[src/design/amid_pkg.sv]
// Shared types, constants and helpers for the accelerometer motion/idle detector.
package amid_pkg;

  // Ring depth and derived widths
  localparam int HISTORY_DEPTH = 5;
  localparam int SLOT_W        = $clog2(HISTORY_DEPTH);
  localparam int CNT_W         = $clog2(HISTORY_DEPTH + 2);
  localparam int AXIS_W        = 16;
  localparam int SAMPLE_W      = 3 * AXIS_W;

  // Request kinds carried on s_tuser
  localparam logic [1:0] OP_SAMPLE = 2'd0;
  localparam logic [1:0] OP_START  = 2'd1;
  localparam logic [1:0] OP_STOP   = 2'd2;

  // Configuration register indexes
  localparam logic REG_THRESHOLD = 1'b0;
  localparam logic [15:0] THRESHOLD_RESET = 16'd2;

  // Motion state codes; invalid is internal only
  typedef enum logic [1:0] {
    MS_UNKNOWN  = 2'd0,
    MS_MOVEMENT = 2'd1,
    MS_IDLE     = 2'd2,
    MS_INVALID  = 2'd3
  } motion_t;

  // Controller states
  typedef enum logic [2:0] {
    ST_WAIT,
    ST_DECODE,
    ST_SCAN,
    ST_DECIDE,
    ST_EMIT
  } ctrl_state_t;

  // Controller to datapath commands
  typedef struct packed {
    logic load;
    logic start;
    logic stop;
    logic store;
    logic scan;
    logic decide;
    logic push;
  } amid_cmd_t;

  // Datapath to controller status
  typedef struct packed {
    logic [1:0] op;
    logic       enabled;
    logic       scan_last;
    logic       has_result;
    logic       out_free;
  } amid_status_t;

  // Previous ring slot, wrapping at the bottom
  function automatic logic [SLOT_W-1:0] slot_dec(input logic [SLOT_W-1:0] s);
    logic [SLOT_W-1:0] r;
    if (s == '0) begin
      r = SLOT_W'(HISTORY_DEPTH - 1);
    end else begin
      r = s - 1'b1;
    end
    return r;
  endfunction

endpackage

[src/design/amid_ctrl.sv]
// Sequencing state machine for the motion/idle detector.
module amid_ctrl
  import amid_pkg::*;
(
  input  logic         clk,
  input  logic         rst,
  input  logic         s_tvalid,
  output logic         s_tready,
  input  amid_status_t status,
  output amid_cmd_t    cmd
);

  ctrl_state_t state, state_next;

  // State register
  always_ff @(posedge clk) begin
    if (rst) begin
      state <= ST_WAIT;
    end else begin
      state <= state_next;
    end
  end

  // Next state and commands
  always_comb begin
    state_next = state;
    cmd        = '0;
    s_tready   = 1'b0;
    case (state)
      ST_WAIT: begin
        s_tready = 1'b1;
        if (s_tvalid) begin
          cmd.load   = 1'b1;
          state_next = ST_DECODE;
        end
      end
      ST_DECODE: begin
        state_next = ST_WAIT;
        case (status.op)
          OP_START: begin
            if (!status.enabled) begin
              cmd.start  = 1'b1;
              state_next = ST_EMIT;
            end
          end
          OP_STOP: begin
            cmd.stop = 1'b1;
          end
          OP_SAMPLE: begin
            if (status.enabled) begin
              cmd.store  = 1'b1;
              state_next = ST_SCAN;
            end
          end
          default: begin
            state_next = ST_WAIT;
          end
        endcase
      end
      ST_SCAN: begin
        cmd.scan = 1'b1;
        if (status.scan_last) begin
          state_next = ST_DECIDE;
        end
      end
      ST_DECIDE: begin
        cmd.decide = 1'b1;
        state_next = status.has_result ? ST_EMIT : ST_WAIT;
      end
      ST_EMIT: begin
        if (status.out_free) begin
          cmd.push   = 1'b1;
          state_next = ST_WAIT;
        end
      end
      default: begin
        state_next = ST_WAIT;
      end
    endcase
  end

endmodule

[src/design/amid_datapath.sv]
// Sample ring, comparison unit, motion state and output register.
module amid_datapath
  import amid_pkg::*;
(
  input  logic          clk,
  input  logic          rst,
  input  amid_cmd_t     cmd,
  output amid_status_t  status,
  input  logic [15:0]   threshold,
  input  logic [1:0]    in_op,
  input  logic [47:0]   in_data,
  output logic          out_valid,
  input  logic          out_ready,
  output logic [1:0]    out_state
);

  // Captured request
  logic [1:0]          op;
  logic [SAMPLE_W-1:0] newest;

  // Ring memory and read port
  logic [SAMPLE_W-1:0] ring [HISTORY_DEPTH];
  logic [SAMPLE_W-1:0] rd_data;
  logic [SLOT_W-1:0]   rd_slot;
  logic [SLOT_W-1:0]   rd_addr;

  // Control state
  logic [SLOT_W-1:0]   write_slot;
  logic [CNT_W-1:0]    held_count;
  motion_t             motion_state;
  logic                enabled;
  logic [SLOT_W-1:0]   scan_j;
  logic                prev_diff;
  logic                any_diff;
  motion_t             res_state;

  logic                far;
  logic                go_move;
  logic                go_idle;

  // |a - b| >= thr on one axis
  function automatic logic axis_far(input logic [15:0] a, input logic [15:0] b,
                                    input logic [15:0] thr);
    logic [16:0] d;
    logic [16:0] mag;
    d   = {a[15], a} - {b[15], b};
    mag = d[16] ? (17'd0 - d) : d;
    return mag >= {1'b0, thr};
  endfunction

  // Request capture
  always_ff @(posedge clk) begin
    if (cmd.load) begin
      op     <= in_op;
      newest <= in_data;
    end
  end

  // Ring write and registered read
  assign rd_addr = cmd.store ? slot_dec(write_slot) : slot_dec(rd_slot);

  always_ff @(posedge clk) begin
    if (cmd.store) begin
      ring[write_slot] <= newest;
    end
    if (cmd.store || cmd.scan) begin
      rd_data <= ring[rd_addr];
      rd_slot <= rd_addr;
    end
  end

  // Compare newest against the sample just read
  assign far = axis_far(newest[15:0],  rd_data[15:0],  threshold) ||
               axis_far(newest[31:16], rd_data[31:16], threshold) ||
               axis_far(newest[47:32], rd_data[47:32], threshold);

  // Scan bookkeeping
  always_ff @(posedge clk) begin
    if (cmd.store) begin
      scan_j    <= SLOT_W'(1);
      any_diff  <= 1'b0;
      prev_diff <= 1'b0;
    end else if (cmd.scan) begin
      scan_j   <= scan_j + 1'b1;
      any_diff <= any_diff | far;
      if (scan_j == SLOT_W'(1)) begin
        prev_diff <= far;
      end
    end
  end

  // Decision on the finished scan
  assign go_move = (held_count >= CNT_W'(2)) && prev_diff && (motion_state != MS_MOVEMENT);
  assign go_idle = !go_move && (held_count >= CNT_W'(HISTORY_DEPTH + 1)) && !any_diff &&
                   (motion_state != MS_IDLE);

  // Block state
  always_ff @(posedge clk) begin
    if (rst) begin
      enabled      <= 1'b0;
      held_count   <= '0;
      write_slot   <= '0;
      motion_state <= MS_INVALID;
    end else begin
      if (cmd.start) begin
        enabled <= 1'b1;
      end
      if (cmd.stop) begin
        enabled      <= 1'b0;
        held_count   <= '0;
        write_slot   <= '0;
        motion_state <= MS_INVALID;
      end
      if (cmd.store) begin
        write_slot <= (write_slot == SLOT_W'(HISTORY_DEPTH - 1)) ? '0 : write_slot + 1'b1;
        if (held_count != CNT_W'(HISTORY_DEPTH + 1)) begin
          held_count <= held_count + 1'b1;
        end
      end
      if (cmd.decide) begin
        if (go_move) begin
          motion_state <= MS_MOVEMENT;
        end else if (go_idle) begin
          motion_state <= MS_IDLE;
        end
      end
    end
  end

  // Pending result
  always_ff @(posedge clk) begin
    if (cmd.start) begin
      res_state <= MS_UNKNOWN;
    end else if (cmd.decide) begin
      res_state <= go_move ? MS_MOVEMENT : MS_IDLE;
    end
  end

  // Output register
  always_ff @(posedge clk) begin
    if (rst) begin
      out_valid <= 1'b0;
    end else if (cmd.push) begin
      out_valid <= 1'b1;
    end else if (out_ready) begin
      out_valid <= 1'b0;
    end
  end

  always_ff @(posedge clk) begin
    if (cmd.push) begin
      out_state <= res_state;
    end
  end

  // Status back to the controller
  always_comb begin
    status.op         = op;
    status.enabled    = enabled;
    status.scan_last  = (scan_j == SLOT_W'(HISTORY_DEPTH - 1));
    status.has_result = go_move || go_idle;
    status.out_free   = !out_valid || out_ready;
  end

  // Checks
  a_held_sat: assert property (@(posedge clk) disable iff (rst)
    held_count <= CNT_W'(HISTORY_DEPTH + 1))
    else $error("held count beyond saturation");

  a_slot_range: assert property (@(posedge clk) disable iff (rst)
    write_slot < SLOT_W'(HISTORY_DEPTH))
    else $error("write slot out of range");

  a_out_code: assert property (@(posedge clk) disable iff (rst)
    out_valid |-> out_state != MS_INVALID)
    else $error("invalid state presented");

  a_disabled_clear: assert property (@(posedge clk) disable iff (rst)
    !enabled |-> (held_count == '0 && write_slot == '0))
    else $error("history kept while disabled");

  a_decide_state: assert property (@(posedge clk) disable iff (rst)
    (cmd.decide && status.has_result) |=> motion_state == res_state)
    else $error("reported state differs from held state");

endmodule

[src/design/accel_motion_idle_detector_core.sv]
// Top level: stream ports, APB threshold register, controller and datapath.
// A sample request is stored, the ring is then scanned through its single read port, and a
// decision follows; a reported state is emitted before the next request is accepted, so no
// new request is taken until the last one is done. A start request emits an unknown state;
// a stop or ignored request emits nothing; a result not yet taken stalls.
// Synchronous active-high reset: disabled, empty history, threshold 2, no output.
module accel_motion_idle_detector_core
  import amid_pkg::*;
(
  input  logic        clk,
  input  logic        rst,
  input  logic        s_tvalid,
  output logic        s_tready,
  input  logic [47:0] s_tdata,   // accel_x[15:0], accel_y[31:16], accel_z[47:32]
  input  logic [1:0]  s_tuser,   // op[1:0]
  output logic        m_tvalid,
  input  logic        m_tready,
  output logic [7:0]  m_tdata,   // new_state[1:0], zero fill[7:2]
  input  logic        psel,
  input  logic        penable,
  input  logic        pwrite,
  input  logic [2:0]  paddr,
  input  logic [31:0] pwdata,
  output logic [31:0] prdata,
  output logic        pready
);

  amid_cmd_t    cmd;
  amid_status_t status;
  logic [15:0]  threshold;
  logic [1:0]   out_state;

  // Configuration register
  assign pready = 1'b1;

  always_ff @(posedge clk) begin
    if (rst) begin
      threshold <= THRESHOLD_RESET;
    end else if (psel && penable && pwrite && paddr[2] == REG_THRESHOLD) begin
      threshold <= pwdata[15:0];
    end
  end

  assign prdata = (paddr[2] == REG_THRESHOLD) ? {16'd0, threshold} : 32'd0;

  amid_ctrl u_ctrl (
    .clk      (clk),
    .rst      (rst),
    .s_tvalid (s_tvalid),
    .s_tready (s_tready),
    .status   (status),
    .cmd      (cmd)
  );

  amid_datapath u_datapath (
    .clk       (clk),
    .rst       (rst),
    .cmd       (cmd),
    .status    (status),
    .threshold (threshold),
    .in_op     (s_tuser),
    .in_data   (s_tdata),
    .out_valid (m_tvalid),
    .out_ready (m_tready),
    .out_state (out_state)
  );

  assign m_tdata = {6'd0, out_state};

endmodule

[config.mk]
export PLATFORM = sky130hd
export DESIGN_NAME = accel_motion_idle_detector_core
export DESIGN_NICKNAME = d
export VERILOG_FILES = /design/src/design/amid_pkg.sv /design/src/design/amid_ctrl.sv /design/src/design/amid_datapath.sv /design/src/design/accel_motion_idle_detector_core.sv
export SDC_FILE = /design/constraint.sdc
export NUM_CORES = 1
export LEC_CHECK = 0
export BUFFER_PORTS_ARGS = -buffer_cell sky130_fd_sc_hd__buf_2
export CAP_MARGIN = 30
export CORE_UTILIZATION = 60
export CTS_BUF_LIST = sky130_fd_sc_hd__clkbuf_2 sky130_fd_sc_hd__clkbuf_4 sky130_fd_sc_hd__clkbuf_8
export CTS_CLUSTER_SIZE = 30
export DETAILED_ROUTE_END_ITERATION = 16
export MAX_ROUTING_LAYER = met4
export PLACE_DENSITY = 0.85
export SLEW_MARGIN = 20
export SYNTH_ARGS = -nofsm -noshare
export SYNTH_HDL_FRONTEND = slang
export SYNTH_SLANG_ARGS = --single-unit
[constraint.sdc]
create_clock -name clk -period 11.5 [get_ports clk]
set_input_delay 1.725 -clock clk [delete_from_list [all_inputs] [get_ports clk]]
set_output_delay 1.725 -clock clk [all_outputs]
set_load 0.01 [all_outputs]
==> impl.org <==
** Synthesis
- Warnings, synthesis :: 0
- Cell taking the most area after synthesis :: sky130_fd_sc_hd__edfxtp_1
- Top cell type's share of synthesized area :: 0.536
- Counting flops with a built-in enable in the synthesized netlist gives 343.
- Synthesis instantiated 87 different standard cells from the library.
- The cell count after synthesis came out at between 1.5k and 2k.
- Sequential fraction of the synthesis area :: 0.573
- Primary FF master, synth :: sky130_fd_sc_hd__edfxtp_1
- Mean Syn Cell Area :: between 10 and 15 um^2
- The mapped netlist covers just under 20000 um^2.
- Proportion of synthesized flip-flops having asynchronous set or reset :: 0
- In this run, synthesis produced a sequential element count of between 300 and 400.
- Cell types occupying the most area after synthesis :: sky130_fd_sc_hd__edfxtp_1 (54%), sky130_fd_sc_hd__nand2_1 (7.2%), sky130_fd_sc_hd__ha_1 (7.1%), sky130_fd_sc_hd__dfxtp_1 (3.7%), sky130_fd_sc_hd__o21ai_0 (3.6%)
- Ranked by instance count, the synthesized netlist is headed by sky130_fd_sc_hd__nand2_1 (371), sky130_fd_sc_hd__edfxtp_1 (343), sky130_fd_sc_hd__o21ai_0 (139).
- Among all cell types in the netlist, the one instantiated most often is sky130_fd_sc_hd__nand2_1.

** STA
- For the finished layout, the period the worst path requires is between 5 and 6 ns.
- Measured against its own limit, the worst slew margin works out to 0.385.
- The clock arrives with 0.0157 ns of skew.
- Setup repair after global routing missed its margin :: false
- At the pin with the least slew margin, the transition time is 0.914 ns.
- Period Utilization, post-route :: 0.497
- Setup violation total in the final timing report :: 0
- Maximum clock frequency :: between 150 and 200 MHz
- The max-slew violation count is 0.
- Setup total negative slack on the finished layout was measured at 0 ns.
- The number of endpoints with negative hold slack in the final report came to 0.

** Die
- The die is 181 um wide.
- The floorplan step defined a die boundary enclosing around 33000 um^2.
- In this run the vertical extent of the chip is 181 um.
- For this configuration, the core starts out at a cell density of 0.609.
- Standard-cell row count :: 65
- about 140 I/O pins were placed.
- After floorplanning, the core was sized to cover 31600 um^2.

** Pwr
- The share of total power dissipated in sequential elements is 0.517.
- IR Drop Worst-Case VDD :: about 0.086 mV
- Share of total power in combinational logic :: 0.107
- The analysis attributes to net switching a power of slightly above 0.7 mW.
- Share of power burned in the clock network :: 0.376
- Cell internal power was estimated by the tool at 2.26 mW.
- Power per cell area :: between 100 and 150 nW/um^2
- Static leakage :: between 8 and 9 nW
- Of the total power, the share spent switching nets is 0.243.

** Clock network
- The root buffer cell chosen for the clock tree is sky130_fd_sc_hd__clkbuf_8.
- Once the clock tree was built, the resizer swapped 0 gates to a different size.
- In this run the deepest clock path goes through 3 buffers.
- The number of hold buffers added after CTS was 0.
- Post-CTS timing repair inserted 0 buffers for setup.
- TritonCTS built the clock tree.
- The clock tree synthesis step divided the H-tree into 2 levels.
- Clock network latency to the later pin of the worst-skew pair :: around 0.61 ns
- TritonCTS created 60 clock buffers.
- After clock tree synthesis, the clock-pin slew on the worst setup and hold paths is 0.06 ns.
- Clock tree sinks :: between 300 and 400

** Critical path
- Type of the worst setup path :: flop to flop
- In this run the worst path has a maximum fanout of 12.
- Data on the critical path is required at its endpoint by between 10 and 15 ns.
- Endpoint of the worst-slack reg-to-reg timing path :: u_datapath.any_diff
- The number of cells on the worst reg-to-reg path is 20.
- In this run the register-to-register setup slack is 5.79 ns.
- STA classifies the critical path endpoint as a flop.
- At the worst endpoint, the arrival time is roughly 6.2 ns.
- In this run the worst setup path begins at u_datapath.newest[32].
- Setup crit start kind :: flop
- In this run the critical register-to-register path is launched from u_datapath.newest[32].

** Routing
- Before antenna repair, the detailed router went through 5 iterations.
- Wire per inst :: about 18 um
- Vias per inst :: a little under 6
- After detailed routing, the total wire length is about 42000 um.
- Violation count after the first detailed-route iteration :: 1007
- Total DRC errors in the routed layout :: 0
- Remaining antenna violation count after routing :: 0
- Summing over every cut layer, the via total after detailed routing is approximately 14k.

** Min path
- Class of the worst hold path :: flop to flop
- Endpoint of the worst hold path :: u_datapath.out_state[0]
- Number of instances on the worst hold path :: 0
- Worst hold path startpoint :: u_datapath.res_state[0]

** Global route
- Maximum number of pins on one net before global-route repair :: 98
- Via count of the first global-routing pass :: around 13k
- Across every metal layer, demand over resource in global routing totals 0.266.
- Remaining Overflow, GRT :: 0
- The initial antenna violation count came to 0.
- The first global-routing pass estimated around 67000 um of wire.

** Final layout
- Fraction of the core area covered by cells at the end of the flow :: 0.675
- Of the cells placed in the final design, the portion with a size suffix greater than 1 is 0.125.
- The number of antenna diodes in the final layout is 0.
- Area Growth Syn to Fin :: 10.8%
- Final cell count without fillers :: 2340
- The final layout contains between 2k and 2.5k nets.

** Status
- The flow ran to the end, and the final reports show no timing, DRC or antenna violations.

** Placed design
- After detailed placement, the design holds a cell count of about 2.2k.
- Detailed placement finished with a half-perimeter wire length of between 20000 and 30000 um.
- Input and output buffers added on the ports amount to between 90 and 100.
- Weighted congestion reported at the end of routability-driven placement :: 0.905

** Run
- The tool flagged a number of max-cap violations equal to 0.
## critical path, stage by stage (launching register included)
cell	delay, ns
sky130_fd_sc_hd__edfxtp_1	0.50
sky130_fd_sc_hd__inv_1	0.10
sky130_fd_sc_hd__ha_1	0.17
sky130_fd_sc_hd__inv_1	0.06
sky130_fd_sc_hd__fa_1	0.39
sky130_fd_sc_hd__a21o_1	0.19
sky130_fd_sc_hd__a21oi_1	0.30
sky130_fd_sc_hd__o21a_1	0.21
sky130_fd_sc_hd__o21ai_0	0.24
sky130_fd_sc_hd__a41oi_1	0.80
sky130_fd_sc_hd__o21ai_0	0.26
sky130_fd_sc_hd__xor2_1	0.21
sky130_fd_sc_hd__ha_1	0.32
sky130_fd_sc_hd__a21o_1	0.19
sky130_fd_sc_hd__a21o_1	0.17
sky130_fd_sc_hd__a21oi_1	0.15
sky130_fd_sc_hd__o211ai_1	0.11
sky130_fd_sc_hd__a221o_1	0.31
sky130_fd_sc_hd__a2111o_1	0.45
sky130_fd_sc_hd__nor4_1	0.38
sky130_fd_sc_hd__a211oi_2	0.08
## layout by cell type, fill, tap and decap left out, types with 5 or more instances in the layout
master                     netlist  final
sky130_fd_sc_hd__o211ai_1       15     15
sky130_fd_sc_hd__clkbuf_8        0     63
sky130_fd_sc_hd__nand3_1        59     59
sky130_fd_sc_hd__edfxtp_1      343    343
sky130_fd_sc_hd__nand2b_1       19     19
sky130_fd_sc_hd__a21oi_1        74     74
sky130_fd_sc_hd__a211oi_1        9      9
sky130_fd_sc_hd__nor2_1         93     92
sky130_fd_sc_hd__xnor2_1        34     34
sky130_fd_sc_hd__o21ai_1         7      7
sky130_fd_sc_hd__nand2_1       371    370
sky130_fd_sc_hd__clkinv_2        0      8
sky130_fd_sc_hd__nor3_1         30     30
sky130_fd_sc_hd__o21a_1         17     16
sky130_fd_sc_hd__inv_1          96     96
sky130_fd_sc_hd__buf_2           8     93
sky130_fd_sc_hd__and2_1          9      8
sky130_fd_sc_hd__a211o_1         5      5
sky130_fd_sc_hd__a21o_1         26     26
sky130_fd_sc_hd__or3_1           7      7
sky130_fd_sc_hd__o211a_1         6      6
sky130_fd_sc_hd__conb_1          2     23
sky130_fd_sc_hd__buf_4          23     17
sky130_fd_sc_hd__nor2b_1        16     16
sky130_fd_sc_hd__clkinv_1        0     12
sky130_fd_sc_hd__xor2_1         30     30
sky130_fd_sc_hd__clkbuf_4        0     17
sky130_fd_sc_hd__o31ai_1         6      6
sky130_fd_sc_hd__nor4_1         12      7
sky130_fd_sc_hd__and3_1          8      8
sky130_fd_sc_hd__dfxtp_1        36     36
sky130_fd_sc_hd__ha_1          109    109
sky130_fd_sc_hd__o21ai_0       139    139
sky130_fd_sc_hd__a31oi_1        10     10
sky130_fd_sc_hd__nand4_1        11     11
sky130_fd_sc_hd__nor4_2          0      5
## metal layers
layer,GRT usage,up-vias,part of all wire
met5,-,-,0
met4,0.104,0,0.033
met3,0.0476,123,0.075
met2,0.436,606,0.48
met1,0.330,6546,0.41
li1,-,6589,-
## registers in the layout, indices dropped and copies added, names as in the netlist
name / flops
u_datapath.ring: 240
u_datapath.rd_data: 48
u_datapath.rd_slot: 3
u_datapath.newest: 48
u_datapath.enabled: 1
u_datapath.motion_state: 2
u_datapath.res_state: 2
u_datapath.any_diff: 1
u_datapath.op: 2
u_datapath.write_slot: 3
u_datapath.prev_diff: 1
u_ctrl.state: 3
u_datapath.out_valid: 1
u_datapath.held_count: 3
u_datapath.scan_j: 3
u_datapath.out_state: 2
threshold: 16
## cell families after synthesis
family	after synthesis	synth area share
compound gates	373	0.125
xor+xnor	64	0.0292
fa+ha+maj	112	0.0741
buf+inv	182	0.0413
flops	379	0.573
mux	5	0.00332
other cells	2	0.000391
simple gates	665	0.154
## area by class of cell
type | count | area, um^2
sequential | 379 | 11000
fill | 2331 | 10300
multi-input combinational | 1242 | 7550
clock buffer | 80 | 995
timing repair buffer | 113 | 668
tap | 402 | 503
inverter | 97 | 364
clock inverter | 27 | 191
## worst max path at each step
stage,to,slack [ns],cells after the start
finish,u_datapath.any_diff,5.79,20
global route,u_datapath.any_diff,5.34,20
CTS,u_datapath.any_diff,5.87,20
detailed placement,u_datapath.any_diff,5.95,20
global placement,u_datapath.any_diff,6.14,20
floorplan,u_datapath.ring[1][0],5.07,5
## power by group through the flow
| stage | registers [mW] | logic (mW) | clock network [mW] |
|---|---|---|---|
| 3_3_place_gp | 1.57 | 0.297 | 0 |
| 5_1_grt | 1.55 | 0.359 | 1.20 |
| 4_1_cts | 1.54 | 0.316 | 1.14 |
| 6_report | 1.55 | 0.321 | 1.12 |
| 3_5_place_dp | 1.57 | 0.313 | 0 |
| 2_1_floorplan | 1.56 | 0.242 | 0 |
## metrics by stage
step / hold WS, ns / power, mW / cell area [um^2] / setup WS [ns]
after floorplan: 0.409 / 1.80 / 19300 / 5.07
after global placement: 0.424 / 1.87 / 20000 / 6.14
after detailed placement: 0.417 / 1.89 / 20100 / 5.95
after CTS: 0.439 / 3.00 / 21200 / 5.87
after global routing: 0.447 / 3.10 / 21300 / 5.34
final: 0.445 / 2.99 / 21300 / 5.79
(Power assumes the default switching activity.)
